[src/apd_pkg.sv]
// ----------------------------------------------------------------------------
// apd_pkg: shared types and constants for the ASCII packet deframer
// Holds the framing byte codes, the hex character decoder and the result
// record passed from the parser to the output buffer.
// ----------------------------------------------------------------------------
package apd_pkg;

	// Framing and decoding constants.
	localparam logic [7:0] SOH_BYTE      = 8'h01;
	localparam logic [7:0] EOT_BYTE      = 8'h04;
	localparam logic [7:0] LETTER_ABOVE  = 8'h40;
	localparam logic [3:0] LETTER_OFFSET = 4'h9;

	// Result kinds.
	localparam logic KIND_DATA = 1'b0;
	localparam logic KIND_END  = 1'b1;

	// One result request as it leaves the parser.
	typedef struct packed {
		logic       result_kind;
		logic [7:0] data_byte;
		logic [7:0] packet_type;
		logic [7:0] declared_length;
		logic [7:0] received_length;
		logic       header_complete;
	} apd_result_t;

	// Decode one ASCII hex character; letters above 0x40 add nine modulo 16.
	function automatic logic [3:0] hex_nibble(input logic [7:0] c);
		logic [3:0] n;
		n = c[3:0];
		if (c > LETTER_ABOVE) begin
			n = n + LETTER_OFFSET;
		end
		return n;
	endfunction

endpackage

[src/apd_parse.sv]
// ----------------------------------------------------------------------------
// apd_parse: framing state machine
// Walks through hunt, type, length, STX and payload phases for each byte
// presented on the step strobe and forms at most one result per byte.
// ----------------------------------------------------------------------------
module apd_parse (
	input  logic                 clk,
	input  logic                 arst_n,
	input  logic                 step,
	input  logic [7:0]           rx_byte,
	output logic                 res_valid,
	output apd_pkg::apd_result_t res
);
	import apd_pkg::*;

	typedef enum logic [2:0] {
		PH_HUNT   = 3'd0,
		PH_TYPE   = 3'd1,
		PH_LEN_HI = 3'd2,
		PH_LEN_LO = 3'd3,
		PH_STX    = 3'd4,
		PH_DATA   = 3'd5
	} phase_t;

	phase_t     phase_q, phase_d;
	logic [7:0] held_type_q, held_type_d;
	logic [7:0] held_length_q, held_length_d;
	logic [7:0] payload_count_q, payload_count_d;
	logic       has_result;
	logic       is_eot;
	logic [7:0] count_inc;

	assign is_eot    = (rx_byte == EOT_BYTE);
	assign count_inc = payload_count_q + 8'd1;

	// Next state and result for the byte on the input.
	always_comb begin
		phase_d         = phase_q;
		held_type_d     = held_type_q;
		held_length_d   = held_length_q;
		payload_count_d = payload_count_q;
		has_result      = 1'b0;
		res             = '0;
		res.packet_type     = held_type_q;
		res.declared_length = held_length_q;
		res.received_length = payload_count_q;
		if (phase_q != PH_HUNT && is_eot) begin
			// End of packet; the header is complete only once payload began.
			has_result          = 1'b1;
			res.result_kind     = KIND_END;
			res.header_complete = (phase_q == PH_DATA);
			phase_d             = PH_HUNT;
		end else begin
			unique case (phase_q)
				PH_TYPE: begin
					held_type_d = rx_byte;
					phase_d     = PH_LEN_HI;
				end
				PH_LEN_HI: begin
					held_length_d = {hex_nibble(rx_byte), 4'h0};
					phase_d       = PH_LEN_LO;
				end
				PH_LEN_LO: begin
					held_length_d = {held_length_q[7:4], hex_nibble(rx_byte)};
					phase_d       = PH_STX;
				end
				PH_STX: begin
					phase_d = PH_DATA;
				end
				PH_DATA: begin
					// Payload bytes beyond the declared count are dropped.
					if (payload_count_q < held_length_q) begin
						payload_count_d     = count_inc;
						has_result          = 1'b1;
						res.result_kind     = KIND_DATA;
						res.data_byte       = rx_byte;
						res.received_length = count_inc;
						res.header_complete = 1'b1;
					end
				end
				default: begin
					// Hunting: only a start byte opens a packet.
					if (rx_byte == SOH_BYTE) begin
						held_type_d     = '0;
						held_length_d   = '0;
						payload_count_d = '0;
						phase_d         = PH_TYPE;
					end else begin
						phase_d = PH_HUNT;
					end
				end
			endcase
		end
	end

	assign res_valid = step && has_result;

	// Parser state registers.
	always_ff @(posedge clk or negedge arst_n) begin
		if (!arst_n) begin
			phase_q         <= PH_HUNT;
			held_type_q     <= '0;
			held_length_q   <= '0;
			payload_count_q <= '0;
		end else if (step) begin
			phase_q         <= phase_d;
			held_type_q     <= held_type_d;
			held_length_q   <= held_length_d;
			payload_count_q <= payload_count_d;
		end
	end

	// The payload count never runs past the declared length.
	assert property (@(posedge clk) disable iff (!arst_n)
		payload_count_q <= held_length_q)
		else $error("payload count exceeds declared length");

	// A data result only comes out of the payload phase.
	assert property (@(posedge clk) disable iff (!arst_n)
		res_valid && res.result_kind == KIND_DATA |-> phase_q == PH_DATA)
		else $error("data result outside payload phase");

	// A start byte while hunting opens a fresh packet.
	assert property (@(posedge clk) disable iff (!arst_n)
		step && phase_q == PH_HUNT && rx_byte == SOH_BYTE
		|=> phase_q == PH_TYPE && payload_count_q == 8'd0 && held_type_q == 8'd0)
		else $error("start byte did not open a packet");

endmodule

[src/apd_out_buf.sv]
// ----------------------------------------------------------------------------
// apd_out_buf: result register with skid stage
// Holds results for the output channel so that a stalled consumer does not
// stop the parser until both entries are full.
// ----------------------------------------------------------------------------
module apd_out_buf (
	input  logic                 clk,
	input  logic                 arst_n,
	input  logic                 push,
	input  apd_pkg::apd_result_t push_data,
	output logic                 space,
	output logic                 out_valid,
	input  logic                 out_ready,
	output apd_pkg::apd_result_t out_data
);
	import apd_pkg::*;

	logic        out_valid_q;
	apd_result_t out_q;
	logic        skid_valid_q;
	apd_result_t skid_q;
	logic        pop;

	assign pop       = out_valid_q && out_ready;
	assign space     = !skid_valid_q;
	assign out_valid = out_valid_q;
	assign out_data  = out_q;

	// Control flags.
	always_ff @(posedge clk or negedge arst_n) begin
		if (!arst_n) begin
			out_valid_q  <= 1'b0;
			skid_valid_q <= 1'b0;
		end else if (skid_valid_q) begin
			if (pop) begin
				skid_valid_q <= 1'b0;
			end
		end else if (!out_valid_q || pop) begin
			out_valid_q <= push;
		end else if (push) begin
			skid_valid_q <= 1'b1;
		end
	end

	// Payload registers.
	always_ff @(posedge clk) begin
		if (skid_valid_q) begin
			if (pop) begin
				out_q <= skid_q;
			end
		end else if (!out_valid_q || pop) begin
			if (push) begin
				out_q <= push_data;
			end
		end else if (push) begin
			skid_q <= push_data;
		end
	end

	// The skid entry is only ever occupied behind a full output register.
	assert property (@(posedge clk) disable iff (!arst_n)
		skid_valid_q |-> out_valid_q)
		else $error("skid entry valid with empty output register");

	// No request arrives when both entries are full.
	assert property (@(posedge clk) disable iff (!arst_n)
		push |-> !skid_valid_q)
		else $error("result request lost on full buffer");

	// A drained output register refills from the skid entry.
	assert property (@(posedge clk) disable iff (!arst_n)
		skid_valid_q && pop |=> out_valid_q && !skid_valid_q)
		else $error("skid entry not moved forward");

endmodule

[src/ascii_packet_deframer_unit.sv]
// ----------------------------------------------------------------------------
// ascii_packet_deframer_unit: SOH/STX/EOT packet deframer
// Parses a received byte stream and emits one request per payload byte within
// the declared length, plus an end request with type, declared and received lengths.
//
//   Channel  Handshake              Payload
//   in       in_valid / in_ready    rx_byte
//   out      out_valid / out_ready  result_kind, data_byte, packet_type,
//                                   declared_length, received_length,
//                                   header_complete
//
// One byte is accepted per cycle while in_ready is high. Its accepting edge loads
// the input register; the parser forms the request from it, and the request is
// registered in the result register, or in the skid register while that one is held.
// The parser has a single phase register, so each byte is done in one pass.
// Reset clears the parser to hunting and empties both buffer stages.
// A stalled output fills the result and skid registers; once the input register
// also holds a byte, in_ready drops until the consumer takes a request.
// ----------------------------------------------------------------------------
module ascii_packet_deframer_unit (
	input  logic       clk,
	input  logic       arst_n,
	input  logic       in_valid,
	output logic       in_ready,
	input  logic [7:0] rx_byte,
	output logic       out_valid,
	input  logic       out_ready,
	output logic       result_kind,
	output logic [7:0] data_byte,
	output logic [7:0] packet_type,
	output logic [7:0] declared_length,
	output logic [7:0] received_length,
	output logic       header_complete
);
	import apd_pkg::*;

	logic        valid_s1;
	logic [7:0]  rx_byte_s1;
	logic        space;
	logic        advance;
	logic        res_valid;
	apd_result_t res;
	apd_result_t out_data;

	assign advance  = valid_s1 && space;
	assign in_ready = !valid_s1 || space;

	// Input register.
	always_ff @(posedge clk or negedge arst_n) begin
		if (!arst_n) begin
			valid_s1 <= 1'b0;
		end else if (in_ready) begin
			valid_s1 <= in_valid;
		end
	end

	always_ff @(posedge clk) begin
		if (in_valid && in_ready) begin
			rx_byte_s1 <= rx_byte;
		end
	end

	apd_parse u_parse (
		.clk       (clk),
		.arst_n    (arst_n),
		.step      (advance),
		.rx_byte   (rx_byte_s1),
		.res_valid (res_valid),
		.res       (res)
	);

	apd_out_buf u_out_buf (
		.clk       (clk),
		.arst_n    (arst_n),
		.push      (res_valid),
		.push_data (res),
		.space     (space),
		.out_valid (out_valid),
		.out_ready (out_ready),
		.out_data  (out_data)
	);

	// Result fields to ports.
	assign result_kind     = out_data.result_kind;
	assign data_byte       = out_data.data_byte;
	assign packet_type     = out_data.packet_type;
	assign declared_length = out_data.declared_length;
	assign received_length = out_data.received_length;
	assign header_complete = out_data.header_complete;

endmodule

[config.mk]
export PLATFORM = sky130hd
export DESIGN_NAME = ascii_packet_deframer_unit
export DESIGN_NICKNAME = d
export VERILOG_FILES = /design/src/apd_pkg.sv /design/src/apd_parse.sv /design/src/apd_out_buf.sv /design/src/ascii_packet_deframer_unit.sv
export SDC_FILE = /design/constraint.sdc
export NUM_CORES = 1
export LEC_CHECK = 0
export ABC_AREA = 1
export BUFFER_PORTS_ARGS = -buffer_cell sky130_fd_sc_hd__buf_2
export CAP_MARGIN = 20
export CELL_PAD_IN_SITES_DETAIL_PLACEMENT = 1
export CELL_PAD_IN_SITES_GLOBAL_PLACEMENT = 1
export CORE_UTILIZATION = 46
export DETAILED_ROUTE_END_ITERATION = 7
export PLACE_DENSITY = 0.78
export SYNTH_ARGS = -nofsm -noshare
export SYNTH_HDL_FRONTEND = slang
export SYNTH_SLANG_ARGS = --single-unit
export TNS_END_PERCENT = 20
[constraint.sdc]
create_clock -name clk -period 3.9 [get_ports clk]
set_input_delay 0.78 -clock clk [delete_from_list [all_inputs] [get_ports clk]]
set_output_delay 0.78 -clock clk [all_outputs]
set_load 0.02 [all_outputs]
* Word level (Yosys, flattened, before mapping)
Cells that the tools add are included.
** Operators by class
- Add/subtract/negate cells :: 2
- Order comparisons :: 2
- Equality and inequality tests :: 10
- Multiplexer cells :: 28
- Bitwise operators :: 7
- Reductions and logical operators :: 28
** Operators with widths (count)
- $mux 34 :: 4
- $mux 8 :: 5
- $pmux 8 s2 :: 2
- $mux 9 :: 3
- $pmux 8 s3 :: 1
- $pmux 3 s5 :: 1
- $mux 1 :: 10
- $reduce_and 5->1 :: 2
- $reduce_bool 2->1 :: 5
- $add 8x1->8 const B :: 1
- $eq 8x1->1 const B :: 1
- $eq 8x3->1 const B :: 1
- $gt 8x7->1 const B :: 1
- $lt 8x8->1 :: 1
- $reduce_and 4->1 :: 2
- $reduce_or 4->1 :: 2
- $not 1->1 :: 7
- $eq 3x2->1 const B :: 2
- $eq 3x3->1 const B :: 2
- $reduce_and 3->1 :: 2
- $reduce_bool 3->1 :: 2
- $logic_and 1x1->1 :: 5
- $add 4x4->4 const B :: 1
- $mux 4 :: 1
- other kinds (8) :: 13
** Word-level totals
- Flip-flop bits (word level) :: 106
- Input port bits :: 12
- Output and inout port bits :: 36
- Logic and storage cells :: 98

* Logic depth before layout (Yosys ltp)
- Word-level depth :: 8
- Depth in mapped cells :: 12
- Gate-level depth less buffers :: 12

* Modules after synthesis
From an unflattened synthesis, not the netlist that was laid out.
** Unflattened totals
- Cells, all modules :: 487
- Area, all modules :: 4901.0 um^2
** By module, submodules not included
- apd_out_buf :: instances 1, cells each 196, area each 2612.5 um^2, sequential area each 2092.0 um^2
- apd_parse :: instances 1, cells each 275, area each 1995.7 um^2, sequential area each 675.6 um^2
- ascii_packet_deframer_unit :: instances 1, cells each 16, area each 292.8 um^2, sequential area each 265.3 um^2

* Least setup slack after synthesis
No wires, ideal clock.
- Path kind :: flip-flop to flip-flop
- Start :: reg rx_byte_s1[0]
- End :: reg u_out_buf.out_q (netlist bit u_out_buf.out_data[0]) (enable)
- Arrival :: 3.002 ns
- Data required time :: 3.465 ns
- Setup slack :: 0.464 ns
- Cell stages (with the launch flop) :: 10
- Buffers on the path :: 1
- Cell sequence :: edfxtp_1 > inv_1 > ha_1 > nand3_1 > nor2_8 > inv_2 > buf_6 > nand2_1 > nand2_1 > a21boi_1
** On the way
- Word-level cells in the longest chain between the ends :: 6
** Ends and longest elaborated chain
- start, declared :: line ascii_packet_deframer_unit.sv:38 : logic [7:0] rx_byte_s1;
- start signal, assigned :: line ascii_packet_deframer_unit.sv:59 : rx_byte_s1 <= rx_byte;
- $eq 8x3->1 :: line apd_parse.sv:33 : assign is_eot = (rx_byte == EOT_BYTE);
- $logic_and 1x1->1 :: line apd_parse.sv:47 : if (phase_q != PH_HUNT && is_eot) begin
- $mux 1 :: line apd_parse.sv:47
- $logic_and 1x1->1 :: line apd_parse.sv:96 : assign res_valid = step && has_result;
- $reduce_bool 2->1 (no source line)
- $reduce_and 3->1 (no source line)
- end signal, assigned :: line apd_out_buf.sv:49 : out_q <= skid_q;
- end signal, assigned :: line apd_out_buf.sv:53 : out_q <= push_data;
- end, declared :: line apd_out_buf.sv:19 : apd_result_t out_q;
No other way between the ends.
A chain may end at the register's enable or synchronous reset.

* Worst setup path in the final report
- Start :: reg u_parse.held_length_q[7]
- End :: reg u_out_buf.out_q (netlist bit u_out_buf.out_data[8]) (enable)
** On the way
- Word-level cells in the longest chain between the ends :: 7
** Ends and longest elaborated chain
- start, declared :: line apd_parse.sv:27 : logic [7:0] held_length_q, held_length_d;
- start signal, assigned :: line apd_parse.sv:108 : held_length_q <= held_length_d;
- $lt 8x8->1 :: line apd_parse.sv:72 : if (payload_count_q < held_length_q) begin
- $mux 1 :: line apd_parse.sv:72
- $mux 1 :: line apd_parse.sv:54 : unique case (phase_q)
- $mux 1 :: line apd_parse.sv:47
- $logic_and 1x1->1 :: line apd_parse.sv:96
- $reduce_bool 2->1 (no source line)
- $reduce_and 3->1 (no source line)
No other way between the ends.

==> results.toml <==
[cts]
cts_tree = "built"
clk_pin_slew_worst_paths_ps = 100
cts_sinks = 106
cts_buffers = 9
cts_resized = 0
htree_levels = 3
root_buffer = "clkbuf_8"
clock_path_buffers = 2
post-cts-setup-buffers = 0
worstSkewPairLatency_ps = 380
cts_hold_buf = 0

[timing]
worst_pin_slew_ps = 842
finalSetupViolations = 0
rsz0062_at_grt = "no"
hold_viol = 0
layout_setup_ws_ps = 1050
slew_headroom = 0.438
fin_crit_sh = 0.730
skew_ps = 10.1
whs_ps = 453
tns_ps = 0
period_minus_slack_ps = 2850
maxSlewViolCount = 0
max_freq_mhz = 351

[critical_path]
setup.worst_path.class = "flip-flop to flip-flop"
crit_arrival_ps = 2910
slowest_delay_ps = 390
cp_top_family = "simple AND/OR/NAND/NOR gates"
r2r_end = "u_out_buf.out_data[8]"
worstPathRequired_ps = 3960
slowest_stage = "dfrtp_1"
crit_chain = "inv_1, ha_1, nand2_1, inv_1, nor2_2, nand2_2, nor2_8, nand2_1, nand2_1, nand2_1, a21boi_4, buf_4"
crit_buf_inv = 3
cpMostUsedCell = "nand2_1"
worstSetupEndpointType = "flip-flop"
reg2reg_slack_ps = 1050
r2r_cells = 12
critPathMaxFanout = 25
start_kind = "flip-flop"
r2r_start = "u_parse.held_length_q[7]"

[route]
wire_per_inst_um = 16.7
drcViolationCount = 0
wirelength_um = 11400
antenna_left = 0
vias_per_cell = 5.24
drtIter0Drc = 137
num_vias = 3578
first_pass_iters = 4

[place]
io_buffers = 47
post-place-ws_ps = 1000
dp_hpwl_um = 8380
gp_congestion = 0.841

[floorplan]
die_x_um = 106
initial_core_util = 0.477
dieArea_um2 = 11200
ios = 48
num_rows = 37
core_um2 = 10400
fp.dieH_um = 106

[global_route]
grt_pass1_wl_um = 19200
grt_overflow = 0
grt_use_total = 0.223
antenna_found_initial = 0
grt_max_degree = 54
grt_pass1_vias = 3810

[power_and_ir_drop]
power_mw = 2.84
power-per-cell-area_nw_per_um2 = 512
p_leak_nw = 2.45
peakVddDrop_mv = 0.272

[yosys]
synth_area_um2 = 4970
synth_cell_types = 32
seq_area_frac_synth = 0.610
syn_nets = 519
ys_ff_latch = 106
synth_warnings = 0
avgSynthCellArea_um2 = 10.0
syn_inst = 496

[cells_and_area]
n_fill_cell = 1205
drive_above_1_share = 0.176
diodes = 0
layout.nets = 565
syn2layout_area_growth_pct = 11.6

[job]
drv_cap = 0

[run_status]
status = "finished, final reports clean"

[hold_path]
hp-class = "input port to asynchronous set/reset pin"
[cells in the final DEF, fill, tap and decap left out, drive strengths merged]
| cell type | n |
|---|---|
| nand4 | 19 |
| nor3 | 1 |
| a21oi | 5 |
| o21ai | 32 |
| o211ai | 1 |
| bufinv | 1 |
| xnor2 | 1 |
| a21boi | 1 |
| and2 | 8 |
| nand3 | 32 |
| nor2 | 31 |
| ha | 11 |
| inv | 60 |
| nand2 | 167 |
| buf | 50 |
| dfrtp | 30 |
| clkbuf | 10 |
| clkinv | 2 |
| edfxtp | 76 |
| nor3b | 1 |
| xor2 | 5 |
| o22ai | 3 |
[cells by family after synthesis]
family / Yosys count / share of synthesized area
xor gates and xnor gates: 6 / 0.0106
DFF: 106 / 0.610
AOI/OAI and AO/OA: 42 / 0.0458
buffers and inverters: 72 / 0.0586
and+or+nand+nor: 259 / 0.248
adders and majority gates: 11 / 0.0277
[worst max path at each step]
| stage | startpoint | to | depth (start not counted) |
|---|---|---|---|
| 2_1_floorplan | rx_byte_s1[0] | u_out_buf.out_data[0] | 9 |
| 3_3_place_gp | u_parse.held_length_q[7] | u_out_buf.out_data[6] | 12 |
| 3_5_place_dp | u_parse.held_length_q[7] | u_out_buf.out_data[27] | 12 |
| 4_1_cts | u_parse.held_length_q[7] | u_out_buf.out_data[27] | 12 |
| 5_1_grt | u_parse.held_length_q[7] | u_out_buf.out_data[4] | 12 |
| 6_report | u_parse.held_length_q[7] | u_out_buf.out_data[8] | 12 |
[through the flow]
stage	utilization	cell area, µm²	std cells
after global routing	0.533	5550	683
final	0.533	5550	683
after floorplan	-	4970	496
after detailed placement	0.514	5350	667
after CTS	0.533	5550	683
after global placement	0.514	5350	667
[layer usage]
metal / up-vias / GRT usage / share of wire
met5: - / 0 / 0
met4: 0 / 0.0962 / 0.016
met3: 15 / 0.0319 / 0.031
met2: 71 / 0.385 / 0.51
met1: 1760 / 0.281 / 0.44
li1: 1732 / - / -
[layout make-up]
class | instances | area [µm²] | area share
timing repair buffer | 50 | 270 | 0.0487
inverter | 57 | 214 | 0.0385
sequential | 106 | 3030 | 0.546
clock inverter | 6 | 72.6 | 0.0131
clock buffer | 10 | 128 | 0.0230
tap | 136 | 170 | 0.0307
multi-input combinational | 318 | 1660 | 0.300
[state kept, by name, summed over array words and instances, names as in the netlist]
register	flops
rx_byte_s1	8
u_out_buf.out_data	34
u_parse.held_type_q	8
u_out_buf.skid_valid_q	1
u_out_buf.out_valid	1
u_parse.payload_count_q	8
u_parse.held_length_q	8
valid_s1	1
u_parse.phase_q	3
u_out_buf.skid_q	34
[power by group]
group	total [mW]	leakage (nW)	switching, mW	internal, mW
Sequential	1.48	1.12	0.0999	1.38
Clock	0.705	0.103	0.398	0.307
Combinational	0.658	1.23	0.467	0.192
[synth_stat cells]
cell type / number / area, µm²
nand2_2: 10 / 62.6
buf_4: 1 / 7.51
nand2_4: 2 / 22.5
nand3_4: 2 / 35.0
nand2_1: 155 / 582
clkbuf_1: 10 / 37.5
o22ai_1: 3 / 18.8
and2_1: 8 / 50.1
nand3_2: 2 / 20.0
nor2_2: 2 / 12.5
nand4_1: 19 / 119
o21ai_0: 15 / 75.1
inv_2: 3 / 11.3
nand3_1: 28 / 140
nor2_8: 3 / 60.1
edfxtp_1: 76 / 2280
xnor2_1: 1 / 8.76
dfrtp_1: 30 / 751
a21oi_1: 5 / 25.0
buf_2: 2 / 10.0
nor3_2: 1 / 10.0
ha_1: 11 / 138
o21ai_2: 1 / 8.76
nor2_4: 1 / 11.3
nor2_1: 25 / 93.8
nor3b_2: 1 / 12.5
buf_6: 2 / 22.5
a21boi_1: 1 / 7.51
o211ai_2: 1 / 12.5
xor2_1: 5 / 43.8
o21ai_1: 16 / 80.1
inv_1: 54 / 203
[worst register-to-register path: stages (launching register included)]
cell,delay [ps]
dfrtp_1,390
inv_1,80
ha_1,330
nand2_1,80
inv_1,50
nor2_2,110
nand2_2,100
nor2_8,270
nand2_1,110
nand2_1,80
nand2_1,140
a21boi_4,390
buf_4,390
(Power assumes the default switching activity.)
